`config.mk`:
```
export PLATFORM = sky130hd
export DESIGN_NAME = volume_spike_detector_unit
export DESIGN_NICKNAME = d
export VERILOG_FILES = /design/src/hw/rtl/vsd_pkg.sv /design/src/hw/rtl/vsd_front.sv /design/src/hw/rtl/vsd_queue.sv /design/src/hw/rtl/vsd_back.sv /design/src/hw/rtl/volume_spike_detector_unit.sv
export VERILOG_INCLUDE_DIRS = /design/src /design/src/hw/rtl
export SDC_FILE = /design/constraint.sdc
export NUM_CORES = 2
export LEC_CHECK = 0
export BUFFER_PORTS_ARGS = -buffer_cell sky130_fd_sc_hd__buf_2
export CAP_MARGIN = 15
export CELL_PAD_IN_SITES_DETAIL_PLACEMENT = 1
export CELL_PAD_IN_SITES_GLOBAL_PLACEMENT = 2
export CORE_ASPECT_RATIO = 1.25
export CORE_MARGIN = 5
export CORE_UTILIZATION = 30
export DETAILED_ROUTE_END_ITERATION = 6
export PLACE_DENSITY = 0.56
export SLEW_MARGIN = 20
export SYNTH_ARGS = -nofsm -noshare
export SYNTH_HDL_FRONTEND = slang
export SYNTH_SLANG_ARGS = --single-unit
```
`constraint.sdc`:
```
create_clock -name aclk -period 13.5 [get_ports aclk]
set_input_delay 2.7 -clock aclk [delete_from_list [all_inputs] [get_ports aclk]]
set_output_delay 2.7 -clock aclk [all_outputs]
set_load 0.005 [all_outputs]
```
`src/hw/rtl/volume_spike_detector_unit_assert.svh`:
```
// ----------------------------------------------------------------------------
// Assertion macros for the volume spike detector
// Implication checks on aclk, disabled while aresetn is low.
// ----------------------------------------------------------------------------
`ifndef VOLUME_SPIKE_DETECTOR_UNIT_ASSERT_SVH
`define VOLUME_SPIKE_DETECTOR_UNIT_ASSERT_SVH

`ifndef ASSERT_OFF
`define VSD_ASSERT_IMP(lbl, cond, prop) \
    lbl: assert property (@(posedge aclk) disable iff (!aresetn) (cond) |-> (prop)) \
        else $error("assertion failed: same-cycle implication");
`define VSD_ASSERT_NXT(lbl, cond, prop) \
    lbl: assert property (@(posedge aclk) disable iff (!aresetn) (cond) |=> (prop)) \
        else $error("assertion failed: next-cycle implication");
`else
`define VSD_ASSERT_IMP(lbl, cond, prop)
`define VSD_ASSERT_NXT(lbl, cond, prop)
`endif

`endif

```
`src/hw/rtl/vsd_pkg.sv`:
```
// ----------------------------------------------------------------------------
// vsd_pkg
// Shared widths, register indexes and the front-to-back item type.
// ----------------------------------------------------------------------------
package vsd_pkg;

    localparam int VOL_W       = 32;
    localparam int WL_W        = 7;
    localparam int THR_W       = 16;
    localparam int CFG_INDEX_W = 8;
    localparam int CFG_DATA_W  = 16;

    localparam logic [CFG_INDEX_W-1:0] CFG_WINDOW_LENGTH   = 8'd0;
    localparam logic [CFG_INDEX_W-1:0] CFG_SPIKE_THRESHOLD = 8'd1;

    localparam logic [WL_W-1:0]  WL_RESET  = 7'd20;
    localparam logic [THR_W-1:0] THR_RESET = 16'd512;

    localparam int QUEUE_DEPTH = 4;
    localparam int QPTR_W      = 2;
    localparam int QCNT_W      = 3;

    typedef struct packed {
        logic [VOL_W-1:0] vol;
        logic [VOL_W-1:0] old_vol;
        logic             sub_old;
        logic             full;
        logic             clear;
    } vsd_item_t;

endpackage

```
`src/hw/rtl/vsd_front.sv`:
```
// ----------------------------------------------------------------------------
// vsd_front
// Accepts samples, tracks ring slot and fill, swaps the sample into the ring.
// ----------------------------------------------------------------------------
module vsd_front
    import vsd_pkg::*;
#(
    parameter int WINDOW_MAX = 64,
    localparam int LEN_W  = $clog2(WINDOW_MAX + 1),
    localparam int SLOT_W = (WINDOW_MAX > 1) ? $clog2(WINDOW_MAX) : 1
) (
    input  logic             aclk,
    input  logic             aresetn,
    input  logic [LEN_W-1:0] len,
    input  logic             restart,
    input  logic             s_valid,
    output logic             s_ready,
    input  logic [VOL_W-1:0] s_vol,
    input  logic             s_start,
    output logic             q_valid,
    input  logic             q_ready,
    output vsd_item_t        q_item
);

    logic [VOL_W-1:0]  ring_mem [WINDOW_MAX];
    logic [VOL_W-1:0]  old_reg;

    logic              f_valid_reg, f_valid_next;
    logic [VOL_W-1:0]  f_vol_reg;
    logic              f_sub_reg, f_full_reg, f_clear_reg;

    logic [LEN_W-1:0]  seen_reg, seen_next;
    logic [SLOT_W-1:0] slot_reg, slot_next;

    logic              accept, push;
    logic [SLOT_W-1:0] slot_base, slot;
    logic [LEN_W-1:0]  seen_base, seen_inc, slot_inc;
    logic              sub_old, full;

    assign push    = f_valid_reg && q_ready;
    assign s_ready = !f_valid_reg || q_ready;
    assign accept  = s_valid && s_ready;

    always_comb begin
        slot_base = s_start ? '0 : slot_reg;
        seen_base = s_start ? '0 : seen_reg;
        slot      = (LEN_W'(slot_base) >= len) ? '0 : slot_base;
        sub_old   = seen_base >= len;
        seen_inc  = (seen_base < len) ? seen_base + 1'b1 : seen_base;
        full      = seen_inc >= len;
        slot_inc  = LEN_W'(slot) + 1'b1;
        seen_next = seen_reg;
        slot_next = slot_reg;
        if (restart) begin
            seen_next = '0;
            slot_next = '0;
        end else if (accept) begin
            seen_next = seen_inc;
            slot_next = (slot_inc >= len) ? '0 : slot_inc[SLOT_W-1:0];
        end
        f_valid_next = f_valid_reg;
        if (accept) begin
            f_valid_next = 1'b1;
        end else if (push) begin
            f_valid_next = 1'b0;
        end
    end

    always_ff @(posedge aclk) begin
        if (!aresetn) begin
            seen_reg    <= '0;
            slot_reg    <= '0;
            f_valid_reg <= 1'b0;
        end else begin
            seen_reg    <= seen_next;
            slot_reg    <= slot_next;
            f_valid_reg <= f_valid_next;
        end
    end

    // read-first: old_reg gets the entry being replaced
    always_ff @(posedge aclk) begin
        if (accept) begin
            old_reg        <= ring_mem[slot];
            ring_mem[slot] <= s_vol;
            f_vol_reg      <= s_vol;
            f_sub_reg      <= sub_old;
            f_full_reg     <= full;
            f_clear_reg    <= s_start;
        end
    end

    assign q_valid        = f_valid_reg;
    assign q_item.vol     = f_vol_reg;
    assign q_item.old_vol = old_reg;
    assign q_item.sub_old = f_sub_reg;
    assign q_item.full    = f_full_reg;
    assign q_item.clear   = f_clear_reg;

endmodule

```
`src/hw/rtl/vsd_queue.sv`:
```
// ----------------------------------------------------------------------------
// vsd_queue
// Small FIFO of classified samples between front and back.
// ----------------------------------------------------------------------------
module vsd_queue
    import vsd_pkg::*;
(
    input  logic      aclk,
    input  logic      aresetn,
    input  logic      in_valid,
    output logic      in_ready,
    input  vsd_item_t in_item,
    output logic      out_valid,
    input  logic      out_ready,
    output vsd_item_t out_item
);

    vsd_item_t          q_mem [QUEUE_DEPTH];
    logic [QPTR_W-1:0]  wr_ptr_reg, rd_ptr_reg;
    logic [QCNT_W-1:0]  count_reg, count_next;
    logic               push, pop;

    assign in_ready  = count_reg != QCNT_W'(QUEUE_DEPTH);
    assign out_valid = count_reg != '0;
    assign push      = in_valid && in_ready;
    assign pop       = out_valid && out_ready;
    assign out_item  = q_mem[rd_ptr_reg];

    always_comb begin
        count_next = count_reg;
        if (push && !pop) begin
            count_next = count_reg + 1'b1;
        end else if (pop && !push) begin
            count_next = count_reg - 1'b1;
        end
    end

    always_ff @(posedge aclk) begin
        if (!aresetn) begin
            wr_ptr_reg <= '0;
            rd_ptr_reg <= '0;
            count_reg  <= '0;
        end else begin
            count_reg <= count_next;
            if (push) begin
                wr_ptr_reg <= wr_ptr_reg + 1'b1;
            end
            if (pop) begin
                rd_ptr_reg <= rd_ptr_reg + 1'b1;
            end
        end
    end

    always_ff @(posedge aclk) begin
        if (push) begin
            q_mem[wr_ptr_reg] <= in_item;
        end
    end

endmodule

```
`src/hw/rtl/vsd_back.sv`:
```
// ----------------------------------------------------------------------------
// vsd_back
// Running sum, cross-multiplied threshold test and output register.
// ----------------------------------------------------------------------------
module vsd_back
    import vsd_pkg::*;
#(
    parameter int WINDOW_MAX          = 64,
    parameter int THRESHOLD_FRAC_BITS = 8,
    localparam int LEN_W = $clog2(WINDOW_MAX + 1)
) (
    input  logic             aclk,
    input  logic             aresetn,
    input  logic [LEN_W-1:0] len,
    input  logic [THR_W-1:0] threshold,
    input  logic             restart,
    input  logic             q_valid,
    output logic             q_ready,
    input  vsd_item_t        q_item,
    output logic             m_valid,
    input  logic             m_ready,
    output logic             m_spike,
    output logic             m_full
);

    localparam int SUM_W  = VOL_W + ((WINDOW_MAX > 1) ? $clog2(WINDOW_MAX) : 1);
    localparam int PROD_W = VOL_W + LEN_W;
    localparam int RHS_W  = THR_W + SUM_W;
    localparam int LHS_W  = PROD_W + THRESHOLD_FRAC_BITS;
    localparam int CMP_W  = (LHS_W > RHS_W) ? LHS_W : RHS_W;

    logic              adv, pop;
    logic [SUM_W-1:0]  sum_reg, sum_next, sum_base;

    logic              b1_valid_reg, b1_full_reg;
    logic [VOL_W-1:0]  b1_vol_reg;
    logic              b2_valid_reg, b2_full_reg;
    logic [PROD_W-1:0] lhs_reg;
    logic [RHS_W-1:0]  rhs_reg;
    logic              m_valid_reg, m_spike_reg, m_full_reg;
    logic [CMP_W-1:0]  lhs_cmp, rhs_cmp;

    assign adv     = !m_valid_reg || m_ready;
    assign pop     = adv && q_valid;
    assign q_ready = adv;

    always_comb begin
        sum_base = q_item.clear ? '0 : sum_reg;
        sum_next = sum_base + SUM_W'(q_item.vol)
                 - (q_item.sub_old ? SUM_W'(q_item.old_vol) : '0);
        lhs_cmp  = CMP_W'(lhs_reg) << THRESHOLD_FRAC_BITS;
        rhs_cmp  = CMP_W'(rhs_reg);
    end

    always_ff @(posedge aclk) begin
        if (!aresetn) begin
            sum_reg      <= '0;
            b1_valid_reg <= 1'b0;
            b2_valid_reg <= 1'b0;
            m_valid_reg  <= 1'b0;
        end else begin
            if (restart) begin
                sum_reg <= '0;
            end else if (pop) begin
                sum_reg <= sum_next;
            end
            if (adv) begin
                b1_valid_reg <= q_valid;
                b2_valid_reg <= b1_valid_reg;
                m_valid_reg  <= b2_valid_reg;
            end
        end
    end

    always_ff @(posedge aclk) begin
        if (adv) begin
            b1_vol_reg  <= q_item.vol;
            b1_full_reg <= q_item.full;
            lhs_reg     <= PROD_W'(b1_vol_reg) * PROD_W'(len);
            rhs_reg     <= RHS_W'(threshold) * RHS_W'(sum_reg);
            b2_full_reg <= b1_full_reg;
            m_full_reg  <= b2_full_reg;
            m_spike_reg <= b2_full_reg && (lhs_cmp > rhs_cmp);
        end
    end

    assign m_valid = m_valid_reg;
    assign m_spike = m_spike_reg;
    assign m_full  = m_full_reg;

endmodule

```
`src/hw/rtl/volume_spike_detector_unit.sv`:
```
// ----------------------------------------------------------------------------
// volume_spike_detector_unit
// Flags volume samples above a multiple of the moving window average.
// ----------------------------------------------------------------------------
// Input stream: s_tdata[31:0] is the volume, s_tuser[0] starts a new series.
// Output stream: one transfer per input; m_tdata[0] spike, m_tuser[0] full.
// Config channel: cfg_index 0 = window_length (cfg_data[6:0]),
//   cfg_index 1 = spike_threshold (cfg_data[15:0], unsigned Q8.8);
//   other indexes are ignored. cfg_ready is always high. Writing
//   window_length restarts the series. Write only while the block is idle.
// Throughput: one sample per cycle while the output is not stalled, set by the
//   running-sum update in the back end and one ring read plus write per cycle.
// Pipeline: m_tvalid rises after the input transfer has passed the front
//   register and then the queue, sum, multiply and compare registers.
// Reset: clears fill count, ring slot, running sum and queue; registers
//   return to 20 and 512. The ring needs no clearing pass.
// Output stall: the back end freezes, the 4-entry queue absorbs the front,
//   then s_tready drops.
// ----------------------------------------------------------------------------
`include "volume_spike_detector_unit_assert.svh"

module volume_spike_detector_unit
    import vsd_pkg::*;
#(
    parameter int WINDOW_MAX          = 64,
    parameter int THRESHOLD_FRAC_BITS = 8
) (
    input  logic                   aclk,
    input  logic                   aresetn,
    input  logic                   s_tvalid,
    output logic                   s_tready,
    input  logic [31:0]            s_tdata,   // [31:0] volume
    input  logic [0:0]             s_tuser,   // [0] start_series
    output logic                   m_tvalid,
    input  logic                   m_tready,
    output logic [7:0]             m_tdata,   // [0] spike, [7:1] zero
    output logic [0:0]             m_tuser,   // [0] window_full
    input  logic                   cfg_valid,
    output logic                   cfg_ready,
    input  logic [CFG_INDEX_W-1:0] cfg_index,
    input  logic [CFG_DATA_W-1:0]  cfg_data
);

    localparam int LEN_W = $clog2(WINDOW_MAX + 1);

    logic [WL_W-1:0]  window_length_reg;
    logic [THR_W-1:0] threshold_reg;
    logic             cfg_write, restart;
    logic [31:0]      wl_ext, len_ext;
    logic [LEN_W-1:0] len;

    logic             fq_valid, fq_ready, qb_valid, qb_ready;
    vsd_item_t        fq_item, qb_item;
    logic             spike, full;

    assign cfg_ready = 1'b1;
    assign cfg_write = cfg_valid && cfg_ready;
    assign restart   = cfg_write && (cfg_index == CFG_WINDOW_LENGTH);

    always_ff @(posedge aclk) begin
        if (!aresetn) begin
            window_length_reg <= WL_RESET;
            threshold_reg     <= THR_RESET;
        end else if (cfg_write) begin
            if (cfg_index == CFG_WINDOW_LENGTH) begin
                window_length_reg <= cfg_data[WL_W-1:0];
            end else if (cfg_index == CFG_SPIKE_THRESHOLD) begin
                threshold_reg <= cfg_data[THR_W-1:0];
            end
        end
    end

    always_comb begin
        wl_ext  = 32'(window_length_reg);
        len_ext = wl_ext;
        if (wl_ext == 32'd0) begin
            len_ext = 32'd1;
        end else if (wl_ext > 32'(WINDOW_MAX)) begin
            len_ext = 32'(WINDOW_MAX);
        end
        len = len_ext[LEN_W-1:0];
    end

    vsd_front #(
        .WINDOW_MAX (WINDOW_MAX)
    ) u_front (
        .aclk    (aclk),
        .aresetn (aresetn),
        .len     (len),
        .restart (restart),
        .s_valid (s_tvalid),
        .s_ready (s_tready),
        .s_vol   (s_tdata),
        .s_start (s_tuser[0]),
        .q_valid (fq_valid),
        .q_ready (fq_ready),
        .q_item  (fq_item)
    );

    vsd_queue u_queue (
        .aclk      (aclk),
        .aresetn   (aresetn),
        .in_valid  (fq_valid),
        .in_ready  (fq_ready),
        .in_item   (fq_item),
        .out_valid (qb_valid),
        .out_ready (qb_ready),
        .out_item  (qb_item)
    );

    vsd_back #(
        .WINDOW_MAX          (WINDOW_MAX),
        .THRESHOLD_FRAC_BITS (THRESHOLD_FRAC_BITS)
    ) u_back (
        .aclk      (aclk),
        .aresetn   (aresetn),
        .len       (len),
        .threshold (threshold_reg),
        .restart   (restart),
        .q_valid   (qb_valid),
        .q_ready   (qb_ready),
        .q_item    (qb_item),
        .m_valid   (m_tvalid),
        .m_ready   (m_tready),
        .m_spike   (spike),
        .m_full    (full)
    );

    assign m_tdata = {7'd0, spike};
    assign m_tuser = full;

    `VSD_ASSERT_IMP(a_spike_needs_full, m_tvalid && m_tdata[0], m_tuser[0])
    `VSD_ASSERT_NXT(a_front_holds, fq_valid && !fq_ready, fq_valid)
    `VSD_ASSERT_NXT(a_queue_holds, qb_valid && !qb_ready, qb_valid)

endmodule
```
==> results.py <==
metrics = {
    "synthesis": {
        "yosysSeqAreaShare_pct": 61.6,
        "yosysWarnings": 0,
        "synth_enable_flop_cells": 2512,
        "synth.lib_cells_used.distinct": 89,
        "syn-mean-instance-area_sq_um": 14.2,
        "synth-async-reset-ratio_pct": 0,
        "synthCells": 8845,
        "synthesis.area_sq_um": 125000,
        "ys_ff_latch": 2599,
        "synth_flop_type": "sky130_fd_sc_hd__edfxtp_1",
    },
    "pwr": {
        "comb_power_share_pct": 25.0,
        "switchingPower_uw": 7270,
        "vdd.ir_drop.worst_mv": 0.112,
        "power.share.clock_pct": 33.8,
        "power_frac_seq_pct": 41.2,
        "overall_power_of_the_completed_layout_uw": 23300,
        "internal_power_uw": 16000,
        "cellPowerDensity_nw_per_um2": 164,
        "switching_share_pct": 31.2,
        "leakage_uw": 0.0501,
    },
    "critical_path": {
        "criticalPathCategory": "in -> reg",
        "worst-endpoint-required_ns": 14.06,
        "cp_data_arrival_time_ns": 8.62,
        "timing.critical_path.to_type": "flip-flop",
        "critPathLaunchType": "primary input",
        "crit_path_max_fanout": 113,
    },
    "timing": {
        "portion_of_the_clock_cycle_consumed_by_the_worst_path_in_the_final_layout_pct": 59.7,
        "finalSetupViolCount": 0,
        "timing.max_slew.rel_slack_pct": 18.9,
        "setup_repair_after_global_routing_missed_its_margin": "no",
        "clock-skew-final_ns": 0.0800,
        "setup_tns_ns": 0,
        "finalWorstPathRequiredPeriod_ns": 8.06,
        "highest_clock_rate_ghz": 0.124,
        "worst_pin_slew_ns": 1.21,
        "timing.final.hold_violations": 0,
        "fin_hold_ws_ns": 0.433,
        "total_count_of_max_transition_violations_in_the_final_report": 0,
    },
    "die": {
        "fp.dieArea_sq_um": 430000,
        "placeableCoreArea_sq_um": 416000,
        "io_pins": 74,
        "initial_core_util_pct": 30.1,
        "fp.dieW_um": 588,
        "chipHeight_um": 732,
        "num_rows": 265,
    },
    "finish": {
        "areaGrowthSynthToFinish_pct": 13.7,
        "final_cell_mix": "sky130_fd_sc_hd__edfxtp_1, sky130_fd_sc_hd__nand2_1, sky130_fd_sc_hd__inv_1",
        "mostFrequentLayoutCell": "sky130_fd_sc_hd__edfxtp_1",
        "layout.core_utilization_pct": 34.2,
        "flip_flop_count_of_the_largest_register_after_layout": 2048,
        "finish.net_count": 9992,
        "post-route-cell-area_sq_um": 142000,
        "share_of_post_route_cells_with_drive_strength_above_1_pct": 10.7,
        "max_flop_register": "u_front.ring_mem",
    },
    "clocking": {
        "cts-buffers-inserted": 290,
        "cts_resized": 0,
        "clk_transition_reported_paths_ns": 0.06,
        "cts_tree": "yes",
        "clock_insertion_delay_worst_skew_ns": 0.91,
        "postCtsSetupBuffers": 0,
        "clock-root-buffer": "sky130_fd_sc_hd__clkbuf_16",
        "tritoncts_num_sinks": 2599,
        "cts-hold-fix-buffers": 0,
        "max-clock-path-buffers": 4,
        "number_of_h_tree_levels": 5,
    },
    "detailed_routing": {
        "routed-via-count": 75300,
        "wl_met1_um": 171000,
        "top_layer": "met4",
        "avgViaCountPerCell": 5.14,
        "wl_met2_um": 224000,
        "routed_wl_um": 425000,
        "drt-wirelength-per-cell_um": 29.0,
        "drt_first_iter_violations": 6149,
        "antenna_violating_nets_post_route": 0,
        "detailedRoute.firstPassIterationCount": 7,
        "met3WireLength_um": 16900,
        "dr_drc_count": 0,
    },
    "min_path": {
        "hold_path.class": "reg -> reg",
    },
    "placed_design": {
        "dpl.hpwl_um": 269000,
        "place.port_buffers": 65,
        "post_dp_cell_area_sq_um": 133000,
        "gp_congestion": 0.806,
    },
    "grt": {
        "grt_pass1_wl_um": 610000,
        "grt_antenna_before_repair": 22,
        "grt_max_degree": 128,
        "groute.usage.overall_pct": 19.3,
        "globalRouteOverflowTotal": 0,
        "grt_pass1_vias": 82500,
    },
    "job": {
        "timing.max_cap.violations": 0,
    },
    "status": {
        "outcome": "completed",
    },
}
## layout make-up
type / count / area [sq um]
flip-flops and latches: 2599 / 77200
repair buffers: 304 / 2250
inverters: 881 / 3320
clock buffers: 359 / 7690
clock inverters: 163 / 1600
fillers: 43000 / 274000
well taps: 5473 / 6850
diodes: 18 / 45.0
multi-input cells: 4876 / 43500
## worst paths after layout
path                                    startpoint                  end  slack (ns)  cells past startpoint
worst max-delay path                       s_tuser  u_front.old_reg[23]        5.44                     17
worst min register to register  u_back.b1_full_reg   u_back.b2_full_reg        0.43                      0
worst min-delay path            u_back.b1_full_reg   u_back.b2_full_reg        0.43                      0
worst max register to register    threshold_reg[5]   u_back.rhs_cmp[53]        5.47                     25
## per-layer routing
| layer | GRT usage, % | vias to the layer above |
|---|---|---|
| met5 | 0 | - |
| met4 | 5.28 | 0 |
| met2 | 35.7 | 1922 |
| met1 | 23.7 | 40500 |
| met3 | 1.87 | 514 |
| li1 | - | 32400 |
## worst max-delay path: stages
cell and delay [ns]:
sky130_fd_sc_hd__buf_2 0.40, sky130_fd_sc_hd__clkinv_1 0.41, sky130_fd_sc_hd__nand2_1 0.33, sky130_fd_sc_hd__inv_1 0.18
sky130_fd_sc_hd__ha_1 0.23, sky130_fd_sc_hd__a21o_1 0.18, sky130_fd_sc_hd__a21o_1 0.21, sky130_fd_sc_hd__a41oi_4 0.31
sky130_fd_sc_hd__o21ai_4 0.25, sky130_fd_sc_hd__inv_6 0.55, sky130_fd_sc_hd__a21oi_4 0.06, sky130_fd_sc_hd__buf_12 0.27
sky130_fd_sc_hd__buf_4 0.43, sky130_fd_sc_hd__a222oi_1 0.64, sky130_fd_sc_hd__a21oi_1 0.16, sky130_fd_sc_hd__nor4_1 0.99
sky130_fd_sc_hd__nand2_1 0.21
## power by group through the flow
| stage | clock (uW) | sequential [uW] | combinational (uW) |
|---|---|---|---|
| 6_report | 7860 | 9600 | 5830 |
| 5_1_grt | 8400 | 9630 | 6590 |
| 3_3_place_gp | 0 | 9770 | 5900 |
| 4_1_cts | 8070 | 9610 | 6010 |
| 3_5_place_dp | 0 | 9780 | 5960 |
| 2_1_floorplan | 0 | 9560 | 4060 |
## stage by stage
stage | std cells | setup slack, ns
global route | 14700 | 5.19
global placement | 14100 | 4.75
detailed placement | 14100 | 4.61
floorplan | 8851 | 6.33
CTS | 14700 | 5.43
finish | 14700 | 5.44
## cells in the mapped netlist (all sizes together), types with 19 or more instances
cell type / instances / area share, %
xnor2: 82 / 0.57
a21oi: 187 / 0.75
nand4: 52 / 0.26
mux2i: 208 / 1.7
buf: 122 / 0.47
and2: 383 / 1.9
a222oi: 239 / 1.9
a21o: 139 / 0.83
mux2: 72 / 0.65
clkbuf: 373 / 1.1
nand2: 1004 / 3.0
edfxtp: 2512 / 60
nor2b: 93 / 0.46
nor2: 194 / 0.58
xor2: 44 / 0.31
a22oi: 171 / 1.0
a221oi: 101 / 0.72
a22o: 71 / 0.50
dfxtp: 87 / 1.4
a31oi: 192 / 0.96
inv: 877 / 2.6
ha: 294 / 2.9
o21bai: 19 / 0.11
o21ai: 228 / 0.92
mux4: 68 / 1.2
nand3: 50 / 0.20
fa: 684 / 11
nor3: 89 / 0.36
## kinds of logic after synthesis
logic type               after synthesis  synth area share, %
buffers and inverters               1376                 4.23
flip-flops                          2599                 61.6
other                                  2              0.00600
AND/OR/NAND/NOR                     1947                 7.24
adder cells (fa/ha/maj)              978                 13.9
AO/OA/AOI/OAI                       1469                 8.59
XOR/XNOR                             126                0.881
multiplexers                         348                 3.53
Note: power is estimated with default switching activity, not from simulation.
